[src/rtl/core/cab_pkg.sv]
// shared types, codes and arithmetic helpers for the clipped alpha blit
package cab_pkg;

    // largest destination dimension, larger sizes clamp to it
    localparam int MAX_DIM = 4096;

    // blend modes
    localparam logic [1:0] MODE_COPY     = 2'd0;
    localparam logic [1:0] MODE_COPY_OPQ = 2'd1;
    localparam logic [1:0] MODE_BLEND    = 2'd2;
    localparam logic [1:0] MODE_OVER     = 2'd3;

    // register indexes
    localparam logic [2:0] REG_DEST_WIDTH  = 3'd0;
    localparam logic [2:0] REG_DEST_HEIGHT = 3'd1;
    localparam logic [2:0] REG_OFFSET_X    = 3'd2;
    localparam logic [2:0] REG_OFFSET_Y    = 3'd3;
    localparam logic [2:0] REG_BLEND_MODE  = 3'd4;

    localparam int QDEPTH = 4;
    localparam int QAW    = 2;

    typedef struct packed {
        logic [12:0]        dest_width;
        logic [12:0]        dest_height;
        logic signed [13:0] offset_x;
        logic signed [13:0] offset_y;
    } t_geom;

    // classified request passed from front to back
    typedef struct packed {
        logic        in_win;
        logic [23:0] index;
        logic [7:0]  sr;
        logic [7:0]  sg;
        logic [7:0]  sb;
        logic [7:0]  sa;
        logic [7:0]  dr;
        logic [7:0]  dg;
        logic [7:0]  db;
        logic [7:0]  da;
    } t_item;

    // floor(x / 255): shift estimate then one correction step
    function automatic logic [16:0] div255(input logic [23:0] x);
        logic [24:0] s;
        logic [16:0] q1;
        logic [24:0] r;
        s  = {1'b0, x} + {9'd0, x[23:8]} + {17'd0, x[23:16]};
        q1 = s[24:8];
        r  = {1'b0, x} - ({q1, 8'd0} - {8'd0, q1});
        if (r >= 25'd255) begin
            q1 = q1 + 17'd1;
        end
        return q1;
    endfunction

    function automatic logic [7:0] sat255(input logic [16:0] v);
        return (v > 17'd255) ? 8'd255 : v[7:0];
    endfunction

endpackage

[src/rtl/core/cab_front.sv]
// front stage: destination clipping and linear pixel index
module cab_front (
    input  logic                 i_clk,
    input  logic                 i_rst_n,
    input  cab_pkg::t_geom       i_geom,
    input  logic                 i_valid,
    output logic                 o_ready,
    input  logic [87:0]          i_data,
    output logic                 o_valid,
    input  logic                 i_ready,
    output cab_pkg::t_item       o_item
);
    import cab_pkg::*;

    logic        r_v;
    t_item       r_item;
    t_item       n_item;
    logic [12:0] w_w;
    logic [12:0] w_h;
    logic [14:0] w_px;
    logic [14:0] w_py;
    logic        w_in;
    logic [25:0] w_prod;

    // oversized dimensions clamp to MAX_DIM
    assign w_w = ({4'd0, i_geom.dest_width} > 17'(MAX_DIM)) ? 13'(MAX_DIM) : i_geom.dest_width;
    assign w_h = ({4'd0, i_geom.dest_height} > 17'(MAX_DIM)) ? 13'(MAX_DIM)
                                                              : i_geom.dest_height;

    assign w_px = {i_geom.offset_x[13], i_geom.offset_x} + {3'd0, i_data[11:0]};
    assign w_py = {i_geom.offset_y[13], i_geom.offset_y} + {3'd0, i_data[23:12]};
    assign w_in = !w_px[14] && !w_py[14]
               && (w_px[13:0] < {1'b0, w_w}) && (w_py[13:0] < {1'b0, w_h});
    assign w_prod = w_py[12:0] * w_w;

    always_comb begin
        n_item.in_win = w_in;
        n_item.index  = w_prod[23:0] + {11'd0, w_px[12:0]};
        n_item.sr     = i_data[31:24];
        n_item.sg     = i_data[39:32];
        n_item.sb     = i_data[47:40];
        n_item.sa     = i_data[55:48];
        n_item.dr     = i_data[63:56];
        n_item.dg     = i_data[71:64];
        n_item.db     = i_data[79:72];
        n_item.da     = i_data[87:80];
    end

    assign o_ready = !r_v || i_ready;
    assign o_valid = r_v;
    assign o_item  = r_item;

    always_ff @(posedge i_clk) begin
        if (!i_rst_n) begin
            r_v <= 1'b0;
        end else if (o_ready) begin
            r_v <= i_valid;
        end
    end

    always_ff @(posedge i_clk) begin
        if (o_ready && i_valid) begin
            r_item <= n_item;
        end
    end

endmodule

[config.mk]
export PLATFORM = sky130hd
export DESIGN_NAME = cab_front
export DESIGN_NICKNAME = d
export VERILOG_FILES = /design/src/rtl/core/cab_pkg.sv /design/src/rtl/core/cab_front.sv
export SDC_FILE = /design/constraint.sdc
export NUM_CORES = 1
export LEC_CHECK = 0
export BUFFER_PORTS_ARGS = -buffer_cell sky130_fd_sc_hd__buf_2
export CAP_MARGIN = 0
export CORE_UTILIZATION = 50
export CTS_BUF_LIST = sky130_fd_sc_hd__clkbuf_4 sky130_fd_sc_hd__clkbuf_8
export CTS_CLUSTER_SIZE = 40
export DETAILED_ROUTE_END_ITERATION = 8
export GPL_TIMING_DRIVEN = 0
export PLACE_DENSITY = 0.75
export SYNTH_ARGS = -nofsm -noshare
export SYNTH_HDL_FRONTEND = slang
export SYNTH_SLANG_ARGS = --single-unit
[constraint.sdc]
create_clock -name i_clk -period 10.1 [get_ports i_clk]
set_clock_uncertainty 0.2 [all_clocks]
set_input_delay 2.02 -clock i_clk [delete_from_list [all_inputs] [get_ports i_clk]]
set_output_delay 2.02 -clock i_clk [all_outputs]
set_load 0.005 [all_outputs]
Yosys cells after proc, flatten, opt, wreduce, memory -nomap -nowiden. Index checks and enable logic that the tools add are counted. W data, S select, Z words.

$add $sub $neg: 3. Multiplexer cells: 2. Order comparisons: 4. Multiply operators: 1. Reductions and logical operators: 8.

Operators with widths (number): $add A14 B13 Y15 (2); $lt A14 B13 Y1 (2); $gt A13 B13 Y1 const B (2); $mux W13 (2); $add A24 B13 Y24 (1); $mul A13 B13 Y24 (1); $logic_and A1 B1 Y1 (4); $logic_not A1 Y1 (3); $logic_or A1 B1 Y1 (1).

Input bits: 146. Output and inout port bits: 91. Flip-flop bits (word level): 90.

Longest topological paths before layout.
Depth after elaboration: 5. Mapped depth: 31.

Worst setup path before layout. Ideal clock, no wire load.

Path type: input -> register. Start point: input i_geom[0] (netlist bit). End point: register r_item, in the netlist o_item[78], data pin. Path buffers: 0. Library setup time: 0.135 ns. Slack: 0.900 ns. Arrival: 8.865 ns. Stages: 29. Cell sequence: ha_1 -> inv_1 -> fa_1 -> nor2b_1 -> o31a_1 -> o21ai_0 -> nand2b_1 -> a21o_1 -> a21oi_1 -> xor2_1 -> nor2_1 -> fa_1 -> inv_1 -> fa_1 -> inv_1 -> fa_1 -> fa_1 -> fa_1 -> inv_1 -> fa_1 -> inv_1 -> ha_1 -> o211ai_1 -> o21ba_2 -> o21a_1 -> o21ai_0 -> a21boi_0 -> or4b_2 -> nand3_1.

RTL lines: start: declaration (line cab_front.sv:5) `input cab_pkg::t_geom i_geom,`; end signal: assignment (line cab_front.sv:63) `r_item <= n_item;`; end: declaration (line cab_front.sv:16) `t_item r_item;`.

==> flow_summary.toml <==
[sta]
fin_ws_ps = 505
fin_crit_sh = 0.950
relSlewSlack = 0.290
finalHoldViolations = 0
hold_ws_ps = 359
fmax_ghz = 0.104
layout_min_cycle_time_ps = 9590
drv_slew = 0
finalSetupViolCount = 0
rsz0062_at_grt = "false"
worst_pin_slew_ps = 1060

[place]
place_inst = 1506
io_buffers = 236
pre_cts_ws_ps = -157
hpwl_microns = 19600
gp_congestion = 0.892

[worst_setup_path]
path_class = "primary input to flip-flop"
cp_max_fo = 8
startpoint = "i_geom[0]"
worstReg2RegStart = "o_valid"
crit_end = "o_item[87]"
cpPeakStageDelay_ps = 550
rr_endpoint = "o_item[77]"
cp.arrival_ps = 9530
cp_slowest_cell = "fa_1"
required_ps = 10040
ff2ff_setup_slack_ps = 8380
r2r_cells = 3
worstSetupEndpointType = "flip-flop"
worst_path_most_repeated_cell = "fa_1"
cp-start-kind = "primary input"

[clocking]
cts_tree = "built"
cts_buffer_depth = 2
htreeDepth = 3
post_cts_buffers = 0
clkTransAtPathRegs_ps = 120
cts_root_buf = "clkbuf_8"
cts_made_buffers = 9
clock_latency_ps = 380
clkSinkCount = 90

[die]
core_area_sq_um = 19700
fp.dieH_microns = 144
start_util = 0.514
io_pins = 237
dieWidth_microns = 144
die-area_sq_um = 20800
row_count = 51

[synthesis]
syn_area_per_cell_sq_um = 10.1
synth_area_sq_um = 10100
async_flop_share = 0
synth_flop_cell = "edfxtp_1"
ys.warnings.count = 0
synth-seq-cells = 90
synthCells = 1004
synth_edf_count = 89
syn_nets = 1408
synth.distinct_cells = 54
ys_seq_area_frac = 0.266

[drt]
vias = 7949
drc = 0
ant_nets = 0
first_iter_violations = 411
first_pass_iters = 5
wirelength_microns = 23600
via_per_inst = 5.22
routedWlPerCell_microns = 15.5

[final_layout]
n_antenna_cell = 0
seq_area_sq_um = 2690
multiInputGateArea_sq_um = 6670
syn_to_final_growth_pct = 17.5
nNetsFinal = 1656
finalNonFillerCells = 1522
drive_gt1_frac = 0.215
n_fill_cell = 1704
utilization = 0.605

[worst_hold_path]
hold_path_class = "flip-flop to flip-flop"

[power]
total_power_mw = 3.16
ir_worst_vdd_mv = 0.255
leakage_nw = 5.99
cellPowerDensity_nw_per_um2 = 266

[global_routing]
grt_pass1_wl_microns = 37900
antenna_found_initial = 0
grt_pass1_vias = 8029
grt_use_total = 0.239
gr-total-overflow = 0
grt_max_degree = 74

[run_status]
status = "finished, final reports clean"

[job]
drv_cap = 0
[synth_stat cells, types with 6 or more instances]
library cell	number	area (sq um)
a21o_1	15	113
a21oi_1	33	165
a31oi_1	6	37.5
and3_1	6	37.5
clkbuf_1	14	52.6
edfxtp_1	89	2670
fa_1	131	2620
ha_1	127	1590
inv_1	187	702
nand2_1	101	379
nand3_1	12	60.1
nor2_1	113	424
nor2b_1	15	93.8
nor3_1	14	70.1
nor4_1	6	37.5
o21a_1	10	75.1
o21ai_0	19	95.1
xnor2_1	25	219
xor2_1	15	131
[through the flow]
| step | instance area [sq um] | setup TNS (ps) |
|---|---|---|
| final | 11900 | 0 |
| after global routing | 11900 | 0 |
| after CTS | 11900 | 0 |
| after detailed placement | 11700 | -319 |
| after global placement | 11600 | 0 |
| after floorplan | 10100 | 0 |
[area by class of cell]
type | instances | share of cell area
Clock buffer | 9 | 0.0104
Sequential cell | 90 | 0.227
Inverter | 192 | 0.0606
Timing Repair Buffer | 237 | 0.102
Buffer | 16 | 0.00505
Tap cell | 265 | 0.0279
Clock inverter | 7 | 0.00684
Multi-Input combinational cell | 706 | 0.561
[worst min-delay path by stage]
stage                     slack (ps)    start  endpoint  depth (start not counted)
after floorplan                  340  o_valid   o_valid                          2
after detailed placement         330  o_valid   o_valid                          2
after CTS                        360  o_valid   o_valid                          2
after global placement           310  o_valid   o_valid                          2
after global routing             390  o_valid   o_valid                          2
final                            360  o_valid   o_valid                          2
[what timing repair did]
| item | 4_1_cts | 5_1_grt |
|---|---|---|
| hold buffers | 0 | 0 |
| hold endpoints to repair | 0 | 0 |
| endpoints found under the setup margin | 0 | 5 |
| resized for setup | 0 | 3 |
[where the power goes]
group / switching [mW] / total [mW] / leakage, nW / internal, mW
logic: 1.29 / 2.31 / 5.02 / 1.02
clock network: 0.149 / 0.248 / 0.104 / 0.0992
registers: 0.0149 / 0.603 / 0.870 / 0.588
total: 1.45 / 3.16 / 5.99 / 1.70
[flip-flops by register name (all words and copies together), names as in the netlist]
signal,cells
o_item,89
o_valid,1
[routing by layer]
layer	GRT usage	wire length, microns	vias up
met5	0	0	-
met4	0.0997	635	0
met3	0.0444	1840	44
met2	0.423	11700	338
met1	0.284	9480	3808
li1	-	-	3759
[critical path, delay by kind of cell]
family                   cells  cell delay (ps)
buffers and inverters        6              510
AO/OA/AOI/OAI                8             2040
AND/OR/NAND/NOR              5              680
XOR/XNOR                     2              490
adder cells (fa/ha/maj)      9             3760
[cell usage in the layout (no fill, tap or decap), drive strengths merged, types with 5 or more instances in the layout]
cell | Yosys | routed
nand4 | 5 | 5
nand2 | 101 | 101
inv | 190 | 194
edfxtp | 89 | 89
nor4 | 6 | 6
nand3 | 12 | 12
nor3 | 14 | 14
fa | 131 | 131
a21oi | 33 | 33
clkinv | 2 | 5
xnor2 | 26 | 26
nor2 | 113 | 113
o21bai | 5 | 5
o31a | 5 | 5
xor2 | 15 | 15
a31oi | 6 | 6
a21o | 16 | 16
and3 | 6 | 6
buf | 2 | 239
nor2b | 15 | 15
o21a | 10 | 10
clkbuf | 14 | 23
ha | 127 | 127
o21ai | 20 | 20
[logic make-up (layout without fill, tap and decap cells)]
family                     count (synthesis)  after routing  synth area share
adders and majority gates                258            258             0.417
buffers and inverters                    208            461            0.0772
xor gates and xnor gates                  41             41            0.0363
and+or+nand+nor                          284            284             0.120
AOI/OAI and AO/OA                        122            122            0.0824
DFF                                       90             90             0.266
muxes                                      1              1          0.000990
No activity file was read; power rests on OpenSTA's default activity.
