[config.mk]
export PLATFORM = sky130hd
export DESIGN_NAME = cab_fifo
export DESIGN_NICKNAME = d
export VERILOG_FILES = /design/src/rtl/core/cab_pkg.sv /design/src/rtl/core/cab_fifo.sv
export SDC_FILE = /design/constraint.sdc
export NUM_CORES = 1
export LEC_CHECK = 0
export ABC_CLOCK_PERIOD_IN_PS = 8100
export BUFFER_PORTS_ARGS = -buffer_cell sky130_fd_sc_hd__buf_2
export CAP_MARGIN = 40
export CORE_MARGIN = 1
export CORE_UTILIZATION = 61
export DETAILED_ROUTE_END_ITERATION = 8
export HOLD_SLACK_MARGIN = 0.1
export PLACE_DENSITY = 0.84
export SLEW_MARGIN = 20
export SYNTH_ARGS = -nofsm -noshare
export SYNTH_HDL_FRONTEND = slang
export SYNTH_SLANG_ARGS = --single-unit
[constraint.sdc]
create_clock -name i_clk -period 8.1 [get_ports i_clk]
set_clock_uncertainty 0.2 [all_clocks]
set_input_delay 1.215 -clock i_clk [delete_from_list [all_inputs] [get_ports i_clk]]
set_output_delay 1.215 -clock i_clk [all_outputs]
set_load 0.03 [all_outputs]
[src/rtl/core/cab_pkg.sv]
// shared types, codes and arithmetic helpers for the clipped alpha blit
package cab_pkg;

    // largest destination dimension, larger sizes clamp to it
    localparam int MAX_DIM = 4096;

    // blend modes
    localparam logic [1:0] MODE_COPY     = 2'd0;
    localparam logic [1:0] MODE_COPY_OPQ = 2'd1;
    localparam logic [1:0] MODE_BLEND    = 2'd2;
    localparam logic [1:0] MODE_OVER     = 2'd3;

    // register indexes
    localparam logic [2:0] REG_DEST_WIDTH  = 3'd0;
    localparam logic [2:0] REG_DEST_HEIGHT = 3'd1;
    localparam logic [2:0] REG_OFFSET_X    = 3'd2;
    localparam logic [2:0] REG_OFFSET_Y    = 3'd3;
    localparam logic [2:0] REG_BLEND_MODE  = 3'd4;

    localparam int QDEPTH = 4;
    localparam int QAW    = 2;

    typedef struct packed {
        logic [12:0]        dest_width;
        logic [12:0]        dest_height;
        logic signed [13:0] offset_x;
        logic signed [13:0] offset_y;
    } t_geom;

    // classified request passed from front to back
    typedef struct packed {
        logic        in_win;
        logic [23:0] index;
        logic [7:0]  sr;
        logic [7:0]  sg;
        logic [7:0]  sb;
        logic [7:0]  sa;
        logic [7:0]  dr;
        logic [7:0]  dg;
        logic [7:0]  db;
        logic [7:0]  da;
    } t_item;

    // floor(x / 255): shift estimate then one correction step
    function automatic logic [16:0] div255(input logic [23:0] x);
        logic [24:0] s;
        logic [16:0] q1;
        logic [24:0] r;
        s  = {1'b0, x} + {9'd0, x[23:8]} + {17'd0, x[23:16]};
        q1 = s[24:8];
        r  = {1'b0, x} - ({q1, 8'd0} - {8'd0, q1});
        if (r >= 25'd255) begin
            q1 = q1 + 17'd1;
        end
        return q1;
    endfunction

    function automatic logic [7:0] sat255(input logic [16:0] v);
        return (v > 17'd255) ? 8'd255 : v[7:0];
    endfunction

endpackage

[src/rtl/core/cab_fifo.sv]
// short request queue between front and back
module cab_fifo (
    input  logic           i_clk,
    input  logic           i_rst_n,
    input  logic           i_valid,
    output logic           o_ready,
    input  cab_pkg::t_item i_item,
    output logic           o_valid,
    input  logic           i_ready,
    output cab_pkg::t_item o_item
);
    import cab_pkg::*;

    t_item          r_mem [QDEPTH];
    logic [QAW-1:0] r_wp;
    logic [QAW-1:0] r_rp;
    logic [QAW:0]   r_cnt;
    logic           w_push;
    logic           w_pop;

    assign o_ready = (r_cnt != (QAW+1)'(QDEPTH));
    assign o_valid = (r_cnt != '0);
    assign o_item  = r_mem[r_rp];
    assign w_push  = i_valid && o_ready;
    assign w_pop   = o_valid && i_ready;

    always_ff @(posedge i_clk) begin
        if (!i_rst_n) begin
            r_wp  <= '0;
            r_rp  <= '0;
            r_cnt <= '0;
        end else begin
            if (w_push) begin
                r_wp <= r_wp + 1'b1;
            end
            if (w_pop) begin
                r_rp <= r_rp + 1'b1;
            end
            if (w_push && !w_pop) begin
                r_cnt <= r_cnt + 1'b1;
            end else if (w_pop && !w_push) begin
                r_cnt <= r_cnt - 1'b1;
            end
        end
    end

    always_ff @(posedge i_clk) begin
        if (w_push) begin
            r_mem[r_wp] <= i_item;
        end
    end

endmodule

After elaboration in Yosys (flattened, before gate mapping)
Memories as Yosys holds them, arrays and structs flattened. A register that Yosys moved wholly into a read port is not among the register bits.
Cells that the tools add are included.
- input bits: 93
- register bits after elaboration: 7
- RAM bits: 356
- word-level logic and storage cells: 23
- output and inout bits: 91
- memories kept: 1
- reductions and logical operators: 8
- add/subtract/negate cells: 4
- eq/ne operators: 1
- muxes and demuxes: 6
- memory list (memory ; depth ; width ; rd ports ; clocked after Yosys merged registers in ; wr ports ; RTL line ; source):
    r_mem ; 4 ; 89 ; 1 ; 1 ; 1 ; cab_fifo.sv:14 ; t_item r_mem [QDEPTH];
- operators with widths (operator ; count):
    3-bit 2-to-1 mux ; 2
    2-bit by 1-bit adder with 2-bit output, second input constant ; 2
    1-bit logical AND ; 4
    2-bit 2-to-1 mux ; 2
    3-bit by 1-bit adder with 3-bit output, second input constant ; 1
    3-bit != test, second input constant ; 1
    3-bit nonzero test ; 1
    3-bit by 1-bit subtractor with 3-bit output, second input constant ; 1
    1-bit zero test ; 2
    1-bit 2-to-1 mux ; 2
    2-bit nonzero test ; 1

Longest topological paths before layout
Gate-level depths: netlist of the first run.
- word-level depth: 6
- mapped depth: 8
- mapped depth without buffers: 8

Worst setup path after synthesis of the first run
Ideal clock, no wire load.
- kind: input to register
- start point: in i_valid
- end point: mem r_mem[0][0] (netlist bit), enable pin
- stages on the path: 2
- required time: 7443 ps
- setup time: 457 ps
- path slack: 3840 ps
- data arrival time: 3603 ps
- buffers on the path: 0
- path through: a21boi_2 > and2_1
- cells in the longest elaborated chain, start to end: 3
- RTL lines (item ; RTL line ; source):
    from (decl) ; cab_fifo.sv:5 ; input logic i_valid,
    1-bit logical AND ; cab_fifo.sv:24 ; assign w_push = i_valid && o_ready;
    1-bit 2-to-1 mux ; cab_fifo.sv:48 ; if (w_push) begin
    1-bit 2-to-1 mux (not written as such) ; cab_fifo.sv:49 ; r_mem[r_wp] <= i_item;
    to (decl) ; cab_fifo.sv:14 ;
No other way between the ends.

==> metrics.yaml, run 1 <==
status: "complete, no violations"
power_switching_uw: 1610
cts_resized: 0
critPathTopFamily: "buffers and inverters"
stdcell_area_mm2: 0.0157
max_stage_delay_ps: 720
synth_top_area_share_pct: 80.4
syn_avg_cell_area_um2: 25.9
coreArea_mm2: 0.0212
finalNonFillerCells: 1022
leakagePower_uw: 0.00525
comb_power_share_pct: 27.0
grt-ovfl-total: 0
yosysSeqAreaShare_pct: 81.8
syn_area_mm2: 0.0133
antenna_left: 0
wire_per_inst_um: 22.9
fillers: 1190
port_buffers: 183
clkLatencyLatePin_ps: 510
grt_max_degree: 57
cts-htree-levels: 2
nNetsFinal: 821
firstDrtPassIters: 4
post-dp-hpwl_mm: 13.9
tightest_slew_ps: 823
antenna_found_initial: 3
seq_area_mm2: 0.0109
hold_violations: 0
routed_wl_mm: 23.5
min_period_over_period_pct: 49.6
crit_arrival_ps: 2600
yosysWarnings: 0
cts-root-buf: "clkbuf_16"
cts.sink_count: 365
die_x_um: 150
tns_ps: 0
finalSetupViolCount: 0
drtIter0Drc: 414
vias: 5981
cp_max_fo: 49
max_freq_ghz: 0.249
cp_num_buf_inv: 2
end_kind: "output port"
final_max_slew_viol_count: 0
cts_buffers: 36
synth_nets: 612
regToRegSetupSlack_ps: 5180
num_rows: 53
cp.required_ps: 6680
start_util_pct: 62.6
hold_path.class: "register to register"
grt_pass1_wl_mm: 35.3
postCtsHoldBufs: 0
cell_internal_pwr_uw: 3750
worstPathCellList: "buf_4 > mux4_2 > buf_2"
switching_share_pct: 30.1
yosysUniqueCellTypes: 24
rsz0062_at_grt: "false"
irDropWorstVdd_v: 0.000231
dieArea_mm2: 0.0224
multi_input_area_mm2: 0.00229
power_density_mw_per_mm2: 342
synth_seq_cells: 365
drive_above_1_share_pct: 44.4
cap_violations: 0
clock_power_share_pct: 28.5
postPlaceCellArea_mm2: 0.0145
gp_congestion: 0.731
die_y_um: 150
cts_tree: "built"
grt_pass1_vias: 6339
clock_path_buffers: 3
pwr-share-seq_pct: 44.5
cts_setup_buffers: 0
relSlewSlack_pct: 45.1
drc_errors: 0
syn_to_final_growth_pct: 17.8
num_io_pins: 184
start_kind: "register"
synth.top_cells.by_area: "edfxtp_1 (80%), mux4_2 (15%), dfxtp_1 (1.4%)"
syn_inst: 513
cp_slowest_cell: "dfxtp_4"
viasPerCell: 5.85
grt_use_total_pct: 21.7
crit_type: "register to output port"
clk_pin_slew_ps: 60
synth_area_leader_cell: "edfxtp_1"
final.min_clock_period_ps: 4010
placed_cells: 957
==> worst paths after layout <==
kind / from / endpoint / depth (start not counted)
setup / recovery: register / o_item[72] / 3
setup reg to reg: r_cnt[0] / r_mem[0][70] / 4
hold / removal: r_wp[1] / r_wp[1] / 2
hold reg to reg: r_wp[1] / r_wp[1] / 2
==> through the flow <==
stage | total power (uW) | utilization (%) | setup slack, ps | hold WS [ps]
4_1_cts | 5400 | 73.5 | 3920 | 307
6_report | 5350 | 73.8 | 4090 | 303
5_1_grt | 5570 | 73.8 | 3950 | 362
3_3_place_gp | 3810 | 68.3 | 3940 | 276
2_1_floorplan | 3490 | - | 3840 | 268
3_5_place_dp | 3870 | 68.4 | 4410 | 298
==> logic make-up (layout without fill, tap and decap cells) <==
| kind of cell | Yosys count | count (layout) | synth area share (%) |
|---|---|---|---|
| fa+ha+maj | 6 | 6 | 0.621 |
| other cells | 0 | 1 | 0 |
| buf+inv | 24 | 257 | 1.04 |
| flops | 365 | 365 | 81.8 |
| compound gates | 5 | 5 | 0.301 |
| xor+xnor | 4 | 4 | 0.264 |
| mux | 92 | 92 | 15.3 |
| simple gates | 17 | 17 | 0.687 |
==> power by group through the flow <==
stage | combinational [uW] | clock (uW) | sequential (uW)
after global routing | 1530 | 1630 | 2400
final | 1450 | 1530 | 2380
after floorplan | 1110 | 0 | 2380
after global placement | 1360 | 0 | 2450
after detailed placement | 1450 | 0 | 2420
after CTS | 1460 | 1560 | 2390
==> routing by layer <==
metal	part of all wire (%)	track usage (%)	wire (um)
met1	39	28.9	9110
met2	53	36.6	12500
met3	5.9	4.39	1390
met4	2.0	6.94	473
met5	0.12	0	27
==> registers in the layout, indices dropped and copies added (netlist names), named ones only <==
signal	flops
r_rp	2
r_cnt	3
r_wp	2
r_mem	356
==> cells in the mapped netlist (all sizes together) <==
| master | number |
|---|---|
| ha | 5 |
| o311ai | 1 |
| nand2 | 5 |
| mux2i | 3 |
| buf | 13 |
| xor2 | 1 |
| clkbuf | 8 |
| or3 | 2 |
| o21ai | 1 |
| o31ai | 1 |
| nor2b | 1 |
| inv | 3 |
| edfxtp | 356 |
| mux4 | 89 |
| dfxtp | 9 |
| a21boi | 2 |
| fa | 1 |
| xnor2 | 3 |
| nor2 | 1 |
| and2 | 8 |
==> area by class of cell <==
class	count	share of cell area, %
diodes	1	0.0160
well taps	275	2.20
clock buffers	44	6.08
repair buffers	192	6.67
flip-flops and latches	365	69.5
clock inverters	18	0.815
inverters	3	0.0719
multi-input cells	124	14.7
==> worst reg2reg max path: stages (launching register included) <==
cell,delay (ps)
dfxtp_1,450
nor2_1,100
a21boi_2,370
and2_4,610
buf_4,740
==> cells in the final DEF, fill, tap and decap left out, types with 2 or more instances in the layout <==
| cell | n |
|---|---|
| and2_1 | 4 |
| nand2_1 | 5 |
| mux4_2 | 89 |
| buf_2 | 183 |
| buf_4 | 6 |
| or3_1 | 2 |
| xnor2_1 | 3 |
| inv_1 | 3 |
| and2_4 | 4 |
| clkinv_2 | 3 |
| edfxtp_1 | 356 |
| buf_16 | 3 |
| dfxtp_4 | 2 |
| clkbuf_1 | 7 |
| bufinv_16 | 2 |
| ha_1 | 5 |
| clkinv_1 | 12 |
| dfxtp_1 | 7 |
| clkbuf_16 | 37 |
| mux2i_1 | 3 |
Note: power is estimated with default switching activity, not from simulation.
==> inputs of run 2 (changes only) <==
--- a/config.mk
+++ b/config.mk
@@ -5,14 +5,14 @@
 export SDC_FILE = /design/constraint.sdc
 export NUM_CORES = 1
 export LEC_CHECK = 0
-export ABC_CLOCK_PERIOD_IN_PS = 8100
+export ABC_CLOCK_PERIOD_IN_PS = 3650
 export BUFFER_PORTS_ARGS = -buffer_cell sky130_fd_sc_hd__buf_2
 export CAP_MARGIN = 40
 export CORE_MARGIN = 1
-export CORE_UTILIZATION = 61
+export CORE_UTILIZATION = 51
 export DETAILED_ROUTE_END_ITERATION = 8
 export HOLD_SLACK_MARGIN = 0.1
-export PLACE_DENSITY = 0.84
+export PLACE_DENSITY = 0.75
 export SLEW_MARGIN = 20
 export SYNTH_ARGS = -nofsm -noshare
 export SYNTH_HDL_FRONTEND = slang
==> constraint.sdc (replaced) <==
create_clock -name i_clk -period 3.65 [get_ports i_clk]
set_clock_uncertainty 0.2 [all_clocks]
set_input_delay 0.5475 -clock i_clk [delete_from_list [all_inputs] [get_ports i_clk]]
set_output_delay 0.5475 -clock i_clk [all_outputs]
set_load 0.03 [all_outputs]
==> run 2 against run 1 <==
Clock power up 130%. Setup slack worse by 3400 ps. Register-to-register slack got worse by 4100 ps. Sequential share of layout area is 4.4 points lower. Flip-flop and latch count is the same. Clock-buffer cell count grew 2. Non-clock buffer count rose by 92. Design area up 6.8%. Hold slack got worse by 130 ps. Sequential power increased by 120%. Cell count grew 15%. Critical path depth unchanged.
==> metrics.yaml, run 2 (synthesis results as in run 1) <==
multi_input_area_mm2: 0.00229  # unchanged
cp_num_buf_inv: 2  # unchanged
diodes: 0  # -1
dieArea_mm2: 0.0267  # +19%
clock_power_share_pct: 29.2  # +0.7 points
cts.sink_count: 365  # unchanged
cell_internal_pwr_uw: 8470  # +130%
tightest_slew_ps: 746  # -77.2 ps
die_x_um: 163  # +9.2%
relSlewSlack_pct: 50.3  # +5.1 points
grt-ovfl-total: 0  # unchanged
min_period_over_period_pct: 81.8
cp_slowest_cell: "dfxtp_4"
rsz0062_at_grt: "false"
final.min_clock_period_ps: 2990
firstDrtPassIters: 5  # +1
hold_violations: 0  # unchanged
routed_wl_mm: 25.4  # +8.3%
cts_tree: "built"
placed_cells: 1017  # +6.3%
start_kind: "register"
port_buffers: 183  # unchanged
cts-root-buf: "clkbuf_16"
postLayoutCoreUtil_pct: 65.8  # -8.0 points
drtIter0Drc: 451  # +8.9%
die_y_um: 163  # +9.2%
power_density_mw_per_mm2: 726  # +110%
seq_area_mm2: 0.0109  # unchanged
cts-htree-levels: 2  # unchanged
cts_resized: 0  # unchanged
coreArea_mm2: 0.0254  # +20%
cp_max_fo: 45  # -8.2%
clkLatencyLatePin_ps: 500  # about the same
gp_congestion: 0.685  # -6.3%
num_io_pins: 184  # unchanged
stdcell_area_mm2: 0.0167  # +6.8%
max_stage_delay_ps: 830  # +110 ps
cap_violations: 0  # unchanged
end_kind: "output port"
tns_ps: 0  # unchanged
irDropWorstVdd_v: 0.000546  # +140%
finalSetupViolCount: 0  # unchanged
grt_pass1_vias: 7073  # +12%
antenna_left: 0  # unchanged
pwr-share-seq_pct: 43.3  # -1.2 points
regMostFlops: "r_mem"
grt_max_degree: 51  # -11%
largest_register_ffs: 356  # unchanged
top_regs: "r_mem (356), r_cnt (3)"
clk_pin_slew_ps: 60  # about the same
cts_buffers: 37  # +2.8%
antenna_found_initial: 0  # -3
worstPathCellList: "buf_12 > mux4_2 > buf_2"
crit_arrival_ps: 2240  # -360 ps
switching_share_pct: 30.2  # +0.11 points
leakagePower_uw: 0.00567  # +8.0%
power_switching_uw: 3660  # +130%
final_max_slew_viol_count: 0  # unchanged
grt_use_total_pct: 19.6  # -2.1 points
layout_commonest_cell: "edfxtp_1"
fillers: 1678  # +41%
drc_errors: 0  # unchanged
postPlaceCellArea_mm2: 0.0147  # +1.1%
cts_setup_buffers: 0  # unchanged
comb_power_share_pct: 27.5  # +0.5 points
hold_path.class: "input pin to register"
post-dp-hpwl_mm: 14.3  # +3.3%
final_cell_mix: "edfxtp_1 (356), buf_2 (183), mux4_2 (89), dlygate4sd3_1 (89), clkbuf_16 (39)"
viasPerCell: 5.39  # -7.9%
start_util_pct: 52.3  # -10 points
critPathTopFamily: "flip-flops"
finalNonFillerCells: 1171  # +15%
syn_to_final_growth_pct: 25.7
cp.required_ps: 2900  # -3780 ps
wire_per_inst_um: 21.7  # -5.4%
max_freq_ghz: 0.335
vias: 6312  # +5.5%
status: "complete, no violations"
grt_pass1_wl_mm: 38.9  # +10%
drive_above_1_share_pct: 40.3  # -4.1 points
nNetsFinal: 914  # +11%
crit_type: "register to output port"
clock_path_buffers: 3  # unchanged
num_rows: 58  # +9.4%
-- run 2: cell count changes in the layout (fill, tap and decap cells not counted) --
cell	before	now
buf_16	3	0
diode_2	1	0
buf_12	0	6
clkinv_1	12	10
dlygate4sd3_1	0	89
clkinv_2	3	4
clkinvlp_4	1	2
clkbuf_16	37	39
inv_6	0	1
-- run 2: worst register-to-register path: cells and delay by family (launching register included) --
family	cells	cell delay, ps
buffers and inverters	1	60
XOR/XNOR	1	160
AO/OA/AOI/OAI	2	580
adder cells (fa/ha/maj)	2	620
AND/OR/NAND/NOR	2	410
flip-flops	1	450
-- run 2: metal layers --
layer	routed length (um)	vias to the layer above	global-route usage (%)	part of all wire, %
met1	10000	3244	24.7	39
li1	-	2805	-	-
met5	0	-	0	0
met3	1610	34	4.34	6.3
met4	384	0	4.93	1.5
met2	13400	229	34.5	53
-- run 2: path summary, 6_finish.rpt --
path	startpoint	endpoint	slack (ps)	depth (start not counted)
worst max-delay path	register	o_item[70]	660	3
worst min-delay path	i_rst_n	register	170	2
worst max register to register	r_cnt[0]	r_cnt[2]	1090	8
worst min register to register	r_wp[0]	r_wp[0]	310	2
-- run 2: cell type report --
type,instances,area share (%)
clock buffer,46,6.00
clock inverter,19,0.846
inverter,3,0.0674
multi-input combinational,124,13.7
sequential,365,65.1
tap,330,2.47
timing repair buffer,284,11.8
-- run 2: metrics by stage --
stage,setup WS [ps],power (uW),hold slack [ps]
CTS,614,12300,148
global route,563,12600,173
detailed placement,1050,8630,310
finish,663,12100,172
global placement,1140,8550,281
floorplan,57.5,7730,268
-- run 2: power groups by stage --
stage          combinational [uW]  clock (uW)  sequential (uW)
6_report                     3340        3540             5260
5_1_grt                      3550        3780             5290
4_1_cts                      3380        3610             5260
3_5_place_dp                 3290           0             5340
3_3_place_gp                 3250           0             5300
2_1_floorplan                2460           0             5280
-- run 2: timing repair --
| action | in CTS | in global routing |
|---|---|---|
| endpoints found under the setup margin | 0 | 0 |
| endpoints found under the hold margin | 356 | 0 |
| hold buffers | 89 | 0 |
